[src/hdl/pli_pkg.sv]
// Shared types and codes for the positional list block.
`default_nettype none
package pli_pkg;

	localparam int HandleW = 12;
	localparam int PosW    = 7;
	localparam int OpW     = 3;
	localparam int StatW   = 2;
	localparam int ReportW = 7;

	typedef enum logic [OpW-1:0] {
		OP_INS_POS  = 3'd0,
		OP_INS_HEAD = 3'd1,
		OP_INS_TAIL = 3'd2,
		OP_REM_POS  = 3'd3,
		OP_REM_HEAD = 3'd4,
		OP_REM_TAIL = 3'd5
	} op_t;

	typedef enum logic [StatW-1:0] {
		ST_OK     = 2'd0,
		ST_BADPOS = 2'd1,
		ST_EMPTY  = 2'd2,
		ST_FULL   = 2'd3
	} status_t;

	typedef enum logic [2:0] {
		S_IDLE,
		S_TAKE,
		S_GRAB,
		S_READ,
		S_WRITE,
		S_DONE
	} state_t;

endpackage
`default_nettype wire

[src/hdl/positional_list_insert_remove.sv]
// Bounded positional list: insert/remove by position, head or tail, with entry shifting.
//
//  channel | dir | beat payload
//  --------+-----+---------------------------------------------------------
//  s_*     | in  | tdata: opcode[2:0], position[9:3], item_handle[21:10]
//  m_*     | out | tdata: status[1:0], removed_item[13:2], entry_count[20:14]
//
// Rejected beats and unknown opcodes finish in the accept cycle.
// Position ops shift entries in a loop: each entry moves by a registered read, then a write.
// arst_n clears the count and control; entry memory holds no reset.
// s_tready is low while an operation runs or while a result waits on m_tready.
`default_nettype none
module positional_list_insert_remove
	import pli_pkg::*;
#(
	parameter int CAPACITY = 64
) (
	input  wire logic        clk,
	input  wire logic        arst_n,
	input  wire logic        s_tvalid,
	output logic             s_tready,
	input  wire logic [23:0] s_tdata,   // opcode, position, item_handle (low bit up)
	output logic             m_tvalid,
	input  wire logic        m_tready,
	output logic [23:0]      m_tdata    // status, removed_item, entry_count (low bit up)
);

	localparam int AW = $clog2(CAPACITY);
	localparam int CW = $clog2(CAPACITY + 1);
	localparam int EW = (CW > PosW) ? CW : PosW;

	// input unpack
	op_t                op;
	logic [PosW-1:0]    position;
	logic [HandleW-1:0] item_handle;
	logic               accept;

	assign op          = op_t'(s_tdata[2:0]);
	assign position    = s_tdata[9:3];
	assign item_handle = s_tdata[21:10];
	assign accept      = s_tvalid && s_tready;

	// state
	state_t             state_q, state_d;
	logic [CW-1:0]      cnt_q;
	logic [CW-1:0]      dst_q;
	logic [CW-1:0]      end_q;
	logic [CW-1:0]      tpos_q;
	logic               ins_q;
	logic [HandleW-1:0] handle_q;
	logic [HandleW-1:0] taken_q;
	logic [HandleW-1:0] rdata_q;
	logic [HandleW-1:0] mem [CAPACITY];

	logic               out_valid_q;
	status_t            res_status_q;
	logic [HandleW-1:0] res_item_q;
	logic [ReportW-1:0] res_count_q;

	// accept-time check
	logic [EW-1:0] cnt_ext, pos_ext, acc_tpos_e;
	logic [CW-1:0] acc_tpos;
	logic          acc_err, acc_ins, full, empty;
	status_t       acc_status;

	assign cnt_ext = EW'(cnt_q);
	assign pos_ext = EW'(position);
	assign full    = (cnt_q == CW'(CAPACITY));
	assign empty   = (cnt_q == '0);

	always_comb begin
		acc_err    = 1'b1;
		acc_status = ST_BADPOS;
		acc_ins    = 1'b0;
		acc_tpos_e = '0;
		unique case (op)
			OP_INS_POS: begin
				acc_ins = 1'b1;
				if (pos_ext > cnt_ext) begin
					acc_status = ST_BADPOS;
				end else if (full) begin
					acc_status = ST_FULL;
				end else begin
					acc_err    = 1'b0;
					acc_status = ST_OK;
					acc_tpos_e = pos_ext;
				end
			end
			OP_INS_HEAD, OP_INS_TAIL: begin
				acc_ins = 1'b1;
				if (full) begin
					acc_status = ST_FULL;
				end else begin
					acc_err    = 1'b0;
					acc_status = ST_OK;
					acc_tpos_e = (op == OP_INS_TAIL) ? cnt_ext : '0;
				end
			end
			OP_REM_POS: begin
				if (empty) begin
					acc_status = ST_EMPTY;
				end else if (pos_ext >= cnt_ext) begin
					acc_status = ST_BADPOS;
				end else begin
					acc_err    = 1'b0;
					acc_status = ST_OK;
					acc_tpos_e = pos_ext;
				end
			end
			OP_REM_HEAD, OP_REM_TAIL: begin
				if (empty) begin
					acc_status = ST_EMPTY;
				end else begin
					acc_err    = 1'b0;
					acc_status = ST_OK;
					acc_tpos_e = (op == OP_REM_TAIL) ? cnt_ext - EW'(1) : '0;
				end
			end
			default: begin
				acc_err    = 1'b1;
				acc_status = ST_BADPOS;
			end
		endcase
	end

	assign acc_tpos = acc_tpos_e[CW-1:0];

	// shared step unit: neighbor index and end compare
	logic [CW-1:0] nb;
	logic [CW-1:0] cmp_a;
	logic          at_end;

	assign nb     = ins_q ? dst_q - CW'(1) : dst_q + CW'(1);
	assign cmp_a  = (state_q == S_GRAB) ? dst_q : nb;
	assign at_end = (cmp_a == end_q);

	logic res_free;
	assign res_free = !out_valid_q || m_tready;

	// next state
	always_comb begin
		state_d = state_q;
		unique case (state_q)
			S_IDLE: begin
				if (accept && !acc_err) begin
					if (acc_ins) begin
						state_d = (acc_tpos == cnt_q) ? S_DONE : S_READ;
					end else begin
						state_d = S_TAKE;
					end
				end
			end
			S_TAKE:  state_d = S_GRAB;
			S_GRAB:  state_d = at_end ? S_DONE : S_READ;
			S_READ:  state_d = S_WRITE;
			S_WRITE: state_d = at_end ? S_DONE : S_READ;
			S_DONE:  state_d = res_free ? S_IDLE : S_DONE;
			default: state_d = S_IDLE;
		endcase
	end

	// outputs of the sequencer
	logic               mem_we;
	logic [AW-1:0]      mem_waddr, mem_raddr;
	logic [HandleW-1:0] mem_wdata;
	logic               load_res;
	status_t            res_status;
	logic [HandleW-1:0] res_item;
	logic [CW-1:0]      cnt_new;
	logic               cnt_we;

	always_comb begin
		s_tready   = 1'b0;
		mem_we     = 1'b0;
		mem_waddr  = dst_q[AW-1:0];
		mem_wdata  = rdata_q;
		mem_raddr  = nb[AW-1:0];
		load_res   = 1'b0;
		res_status = ST_OK;
		res_item   = '0;
		cnt_new    = cnt_q;
		cnt_we     = 1'b0;
		unique case (state_q)
			S_IDLE: begin
				s_tready   = res_free;
				load_res   = accept && acc_err;
				res_status = acc_status;
			end
			S_TAKE: begin
				mem_raddr = dst_q[AW-1:0];
			end
			S_GRAB: begin
			end
			S_READ: begin
			end
			S_WRITE: begin
				mem_we = 1'b1;
			end
			S_DONE: begin
				load_res   = res_free;
				cnt_we     = res_free;
				res_status = ST_OK;
				if (ins_q) begin
					mem_we    = res_free;
					mem_waddr = tpos_q[AW-1:0];
					mem_wdata = handle_q;
					cnt_new   = cnt_q + CW'(1);
				end else begin
					res_item = taken_q;
					cnt_new  = cnt_q - CW'(1);
				end
			end
			default: begin
			end
		endcase
	end

	// entry memory
	always_ff @(posedge clk) begin
		if (mem_we) begin
			mem[mem_waddr] <= mem_wdata;
		end
		rdata_q <= mem[mem_raddr];
	end

	// control
	always_ff @(posedge clk or negedge arst_n) begin
		if (!arst_n) begin
			state_q     <= S_IDLE;
			cnt_q       <= '0;
			out_valid_q <= 1'b0;
		end else begin
			state_q <= state_d;
			if (cnt_we) begin
				cnt_q <= cnt_new;
			end
			if (load_res) begin
				out_valid_q <= 1'b1;
			end else if (m_tready) begin
				out_valid_q <= 1'b0;
			end
		end
	end

	// datapath
	logic [EW-1:0] cnt_new_ext;
	assign cnt_new_ext = EW'(cnt_new);

	always_ff @(posedge clk) begin
		if (accept) begin
			ins_q    <= acc_ins;
			tpos_q   <= acc_tpos;
			handle_q <= item_handle;
			dst_q    <= acc_ins ? cnt_q : acc_tpos;
			end_q    <= acc_ins ? acc_tpos : cnt_q - CW'(1);
		end else if (state_q == S_WRITE) begin
			dst_q <= nb;
		end
		if (state_q == S_GRAB) begin
			taken_q <= rdata_q;
		end
		if (load_res) begin
			res_status_q <= res_status;
			res_item_q   <= res_item;
			res_count_q  <= cnt_new_ext[ReportW-1:0];
		end
	end

	assign m_tvalid = out_valid_q;
	assign m_tdata  = {3'b000, res_count_q, res_item_q, res_status_q};

`ifndef ASSERT_OFF
	a_cnt_bound: assert property (@(posedge clk) disable iff (!arst_n)
		cnt_q <= CW'(CAPACITY))
		else $error("entry count above capacity");

	a_cnt_only_done: assert property (@(posedge clk) disable iff (!arst_n)
		!$stable(cnt_q) |-> $past(state_q) == S_DONE)
		else $error("entry count changed outside completion");

	a_write_after_read: assert property (@(posedge clk) disable iff (!arst_n)
		state_q == S_WRITE |-> $past(state_q) == S_READ)
		else $error("shift write without a read");

	a_empty_count: assert property (@(posedge clk) disable iff (!arst_n)
		out_valid_q && res_status_q == ST_EMPTY |-> res_count_q == '0)
		else $error("empty status with nonzero count");
`endif

endmodule
`default_nettype wire

[config.mk]
export PLATFORM = sky130hd
export DESIGN_NAME = positional_list_insert_remove
export DESIGN_NICKNAME = d
export VERILOG_FILES = /design/src/hdl/pli_pkg.sv /design/src/hdl/positional_list_insert_remove.sv
export SDC_FILE = /design/constraint.sdc
export NUM_CORES = 1
export LEC_CHECK = 0
export BUFFER_PORTS_ARGS = -buffer_cell sky130_fd_sc_hd__buf_2
export CAP_MARGIN = 20
export CORE_ASPECT_RATIO = 1.25
export CORE_MARGIN = 2
export CORE_UTILIZATION = 40
export CTS_BUF_LIST = sky130_fd_sc_hd__clkbuf_4 sky130_fd_sc_hd__clkbuf_8
export DETAILED_ROUTE_END_ITERATION = 8
export GPL_TIMING_DRIVEN = 0
export PLACE_DENSITY = 0.65
export SLEW_MARGIN = 40
export SYNTH_ARGS = -nofsm -noshare
export SYNTH_HDL_FRONTEND = slang
export SYNTH_SLANG_ARGS = --single-unit
[constraint.sdc]
create_clock -name clk -period 4.7 [get_ports clk]
set_input_delay 0.47 -clock clk [delete_from_list [all_inputs] [get_ports clk]]
set_output_delay 0.47 -clock clk [all_outputs]
set_load 0.02 [all_outputs]
Yosys cells after proc, flatten, opt, wreduce, memory -nomap -nowiden. Memory sizes are Yosys's and may differ from the RTL's. A register that Yosys moved wholly into a read port is not among the register bits. Index checks and enable logic that the tools add are counted.

Add/sub/neg operators: 4. $lt $le $gt $ge: 2. Eq/ne operators: 14. Multiplexer cells: 50. Bitwise operators: 1. Reduce and logical (&&, ||, !) cells: 16.

Operators by type and width (number): 7-bit 2-to-1 mux (16); 7-bit case mux with 4 select lines (1); 12-bit 2-to-1 mux (2); 6-bit 2-to-1 mux (3); 3-bit 2-to-1 mux (5); 3-bit case mux with 5 select lines (1); 7-bit by 1-bit adder with 7-bit output, second input constant (2); 7-bit equality test (2); 1-bit 2-to-1 mux (14); 7-bit by 1-bit subtractor with 7-bit output, second input constant (2); 3-bit by 2-bit equality test with 1-bit output, second input constant (4); 3-bit equality test, second input constant (4); 2-bit 2-to-1 mux (4); 2-bit case mux with 4 select lines (1); 2-bit OR reduction (4); 7-bit equality test, second input constant (1); 7-bit >= comparator (1); 7-bit > comparator (1); 7-bit logical NOT (1); 3-bit by 1-bit equality test with 1-bit output, second input constant (2); 3-bit logical NOT (2); 1-bit case mux with 2 select lines (2); 1-bit case mux with 4 select lines (1); 2-bit nonzero test (2); other kinds (6) (9).

Bits in registers: 77. Memory bits (writable): 768. Output and inout port bits: 26. Logic and storage cells: 100. Memories kept: 1.

Memories: mem (depth 64, bits a word 12, rd ports 1, clocked after memory_dff 1, write ports 1, RTL line positional_list_insert_remove.sv:53) `logic [HandleW-1:0] mem [CAPACITY];`.

Logic depth before layout (Yosys ltp).
Depth in word-level cells: 9. Depth in mapped cells: 12.

Least setup slack after synthesis. No wires, ideal clock.

Path kind: reg2reg. Start: register cnt_q[3], in the netlist cnt_ext[3]. End: register state_q[1]. Setup time: 0.139 ns. Arrival time: 3.181 ns. Slack: 1.381 ns. Stages on the path, launching flop included: 13. Period minus slack after synthesis: 3.319 ns. Path through: dfrtp_1 -> clkbuf_1 -> inv_1 -> ha_1 -> and4_1 -> o21ai_0 -> o21ba_2 -> a22o_1 -> buf_6 -> a21o_1 -> a221o_1 -> o31a_1 -> or4_1.

Cells in the longest elaborated chain, start to end: 9. Elaborated cells on any way between the ends: 28.

RTL lines: from (decl) (RTL line positional_list_insert_remove.sv:45) `logic [CW-1:0] cnt_q;`; from (signal assigned) (RTL line positional_list_insert_remove.sv:235) `cnt_q <= cnt_new;`; 7-bit by 1-bit subtractor with 7-bit output, or another cell as far along (RTL line positional_list_insert_remove.sv:116) `acc_tpos_e = (op == OP_REM_TAIL) ? cnt_ext - EW'(1) : '0;`; 7-bit 2-to-1 mux, on equally long branches (RTL line positional_list_insert_remove.sv:116, positional_list_insert_remove.sv:81, positional_list_insert_remove.sv:102); 7-bit 2-to-1 mux, on equally long branches (RTL line positional_list_insert_remove.sv:111, positional_list_insert_remove.sv:79, positional_list_insert_remove.sv:100); 7-bit case mux with 4 select lines (RTL line positional_list_insert_remove.sv:76) `unique case (op)`; 7-bit equality test (RTL line positional_list_insert_remove.sv:147) `state_d = (acc_tpos == cnt_q) ? S_DONE : S_READ;`; 3-bit 2-to-1 mux (RTL line positional_list_insert_remove.sv:147); 3-bit 2-to-1 mux (RTL line positional_list_insert_remove.sv:146) `if (acc_ins) begin`; 3-bit 2-to-1 mux (RTL line positional_list_insert_remove.sv:145) `if (accept && !acc_err) begin`; 3-bit case mux with 5 select lines (RTL line positional_list_insert_remove.sv:143) `unique case (state_q)`; to (signal assigned) (RTL line positional_list_insert_remove.sv:233) `state_q <= state_d;`; to (decl) (RTL line positional_list_insert_remove.sv:44) `state_t state_q, state_d;`.

Parallel ways exist; a longest one is shown, timed or not. The select of a mux whose other input is x is not followed. A chain may end at the register's enable or synchronous reset.

Final worst setup path.
Start: register state_q[2]. End: register rdata_q[7] (read register of mem).

Cells in the longest elaborated chain, start to end: 2.

RTL lines: 3-bit by 1-bit equality test with 1-bit output (RTL line positional_list_insert_remove.sv:183) `unique case (state_q)`; 6-bit 2-to-1 mux (RTL line positional_list_insert_remove.sv:183); to (decl) (RTL line positional_list_insert_remove.sv:52) `logic [HandleW-1:0] rdata_q;`.

No other way between the ends.

==> flow_summary.json <==
{
  "rr_startpoint": "state_q[2]",
  "synth_seq_cells": 857,
  "r2r_end": "rdata_q[7]",
  "wl_um": 86100,
  "slowest_stage": "a211oi_1",
  "htreeDepth": 3,
  "die_h_um": 333,
  "core_um2": 85700,
  "syn-instance-count": 1913,
  "ant_nets": 0,
  "std_cell_rows": 120,
  "maxCapViolCount": 0,
  "reg2reg_depth": 10,
  "multi_input_area_um2": 8840,
  "clk_pin_slew_ns": 0.06,
  "cts-root-buf": "clkbuf_8",
  "viasPerCell": 5.58,
  "layout_worst_path_cycle_share_pct": 99.9,
  "rsz0062_at_grt": "false",
  "setup_viol_count_final": 0,
  "finalCriticalPeriod_ns": 4.70,
  "die_x_um": 267,
  "clock.fmax_ghz": 0.213,
  "min_to": "end_q[0]",
  "fill_cells": 7240,
  "path_cells": "nor3b_1 -> buf_2 -> mux2i_1 -> buf_2 -> buf_2 -> mux4_2 -> a211oi_1 -> a31oi_1 -> a22oi_1 -> o221ai_1",
  "min_path_cells": 3,
  "async_flop_share_pct": 1.28,
  "drt_pass1_iterations": 5,
  "portBuffers": 47,
  "overflow": 0,
  "crit_buf_inv": 3,
  "dieArea_um2": 89100,
  "cp-end-kind": "register",
  "dp_slack_ns": -0.0241,
  "cts_sinks": 857,
  "dp.final_hpwl_um": 56700,
  "grt_pass1_vias": 19200,
  "critPathLaunchType": "register",
  "slowest_delay_ns": 0.60,
  "grt_max_degree": 65,
  "gp_congestion": 0.939,
  "cpMostUsedCell": "buf_2",
  "drc": 0,
  "antenna_found_initial": 4,
  "cts.path.max_buffers": 3,
  "numCtsBuffers": 121,
  "worstMarginPinSlew_ns": 0.913,
  "wire_per_inst_um": 25.6,
  "syn-cell-area_um2": 34700,
  "hold_path_class": "input port to register",
  "slew_viol_final": 0,
  "yosysTopAreaCellShare_pct": 72.2,
  "whs_ns": 0.0468,
  "rrSetupSlack_ns": 0.004,
  "grt_pass1_wl_um": 126000,
  "synth_top_family_by_area": "multiplexers",
  "hold_viol": 0,
  "worst_clock_skew_ns": 0.0507,
  "finalNonFillerCells": 3361,
  "grt_usage_pct": 19.4,
  "drive_gt1_share_pct": 26.6,
  "synth_edf_count": 834,
  "layout_setup_ws_ns": 0.00437,
  "ys_warn_count": 0,
  "yosys.area.top_type": "edfxtp_1",
  "drt_iter0_drc": 1786,
  "final_util_pct": 45.8,
  "seq_area_frac_synth_pct": 73.7,
  "yosys.area_share.simple_pct": 5.99,
  "synth_compound_area_share_pct": 4.10,
  "synthMuxAreaShare_pct": 13.3,
  "syn2layout_area_growth_pct": 13.1,
  "slew_headroom_pct": 39.0,
  "num-nets-final": 2145,
  "worstSetupPathType": "register to register",
  "start_util_pct": 40.5,
  "io_pins": 54,
  "yosysUniqueCellTypes": 73,
  "worstHoldStart": "s_tdata[3]",
  "dp_cells": 3121,
  "num_vias": 18800,
  "seq_area_um2": 25600,
  "cts_tree": "yes",
  "status": "completed",
  "avgSynthCellArea_um2": 18.1,
  "synthAdderAreaFrac_pct": 0.599,
  "synthXorXnorAreaFrac_pct": 0.707,
  "synth_area_leaders": "edfxtp_1, mux4_2, nor2_1, nand2_1, o21ai_0",
  "worstSkewPairLatency_ns": 0.79,
  "synth_flop_cell": "edfxtp_1",
  "cp.required_ns": 5.30,
  "crit_family": "compound AO/OA/AOI/OAI gates",
  "crit_path_max_fanout": 10,
  "cts_setup_buffers": 0,
  "cp.arrival_ns": 5.30
}
## worst max-delay path by stage
stage	start	to	cells past startpoint
6_report	state_q[2]	rdata_q[7]	10
5_1_grt	state_q[2]	rdata_q[7]	10
3_3_place_gp	state_q[2]	rdata_q[8]	10
2_1_floorplan	cnt_ext[3]	state_q[1]	12
4_1_cts	state_q[2]	rdata_q[8]	10
3_5_place_dp	state_q[2]	rdata_q[3]	11
## worst register-to-register path: cells and delay by family (launching register included)
kind                   cells  cell delay (ns)
AOI/OAI and AO/OA          4             1.48
buffers and inverters      3             1.24
DFF                        1             0.45
muxes                      2             0.86
and+or+nand+nor            1             0.52
## area by class of cell
| type | instances | share of cell area [%] |
|---|---|---|
| clock inverter | 57 | 1.02 |
| clock buffer | 166 | 5.14 |
| timing repair buffer | 63 | 1.05 |
| buffer | 107 | 1.23 |
| tap | 1159 | 3.70 |
| antenna | 1 | 0.00638 |
| inverter | 17 | 0.163 |
| sequential | 857 | 65.1 |
| multi-input combinational | 934 | 22.5 |
## state kept, by name, indices dropped and copies added, names as in the netlist
signal / cells
cnt_ext: 7
ins_q: 1
m_tvalid: 1
dst_q: 7
mem: 768
res_status_q: 2
res_count_q: 7
state_q: 3
tpos_q: 6
taken_q: 12
rdata_q: 12
handle_q: 12
res_item_q: 12
end_q: 7
## synth_stat cells (all sizes together), types with 8 or more instances
cell type and n:
edfxtp 834, mux4 192, nor2 158, nand2 153, clkbuf 60, o21ai 58
buf 47, and2 42, nand3 41, a211oi 30, a31oi 27, mux2 18
xnor2 18, a21oi 17, nor3 16, ha 15, a22oi 14, inv 14
dfxtp 12, o221ai 12, dfrtp 11, mux2i 10, xor2 10, nand4 8
## cells in the final DEF (no fill, tap or decap), drive strengths merged, types with 41 or more instances in the layout
master / netlist / final
mux4: 192 / 192
and2: 42 / 42
edfxtp: 834 / 834
o21ai: 58 / 58
clkinv: 3 / 49
buf: 47 / 97
nand2: 153 / 153
clkbuf: 60 / 226
nand3: 41 / 41
nor2: 158 / 158
## layer usage
metal | vias up | share of wire (%) | global-route usage [%]
met5 | - | 0.010 | 0
met4 | 2 | 4.7 | 8.92
met3 | 200 | 6.4 | 2.85
met2 | 812 | 51 | 33.3
met1 | 9683 | 38 | 24.2
li1 | 8072 | - | -
## what timing repair did
action / CTS / global route
cloned: 0 / 0
hold buffers: 13 / 0
gates resized for setup: 2 / 2
endpoints found under the hold margin: 23 / 0
setup endpoints to repair: 1 / 2
## per-stage QoR
step                setup TNS, ns  instance area (um2)
floorplan                       0                34700
global placement            -2.66                36400
detailed placement        -0.0241                36600
CTS                             0                39100
global route                    0                39200
finish                          0                39200
## cell families (layout without fill, tap and decap cells)
group,Yosys count,count (layout)
AND/OR/NAND/NOR,456,456
AO/OA/AOI/OAI,211,211
buffers and inverters,124,410
adder cells (fa/ha/maj),16,16
multiplexers,220,220
other,1,4
flip-flops,857,857
XOR/XNOR,28,28
Power is left out: the tool's default activity adds up to more than one toggle a clock period on the data nets, which glitch-free logic cannot reach.
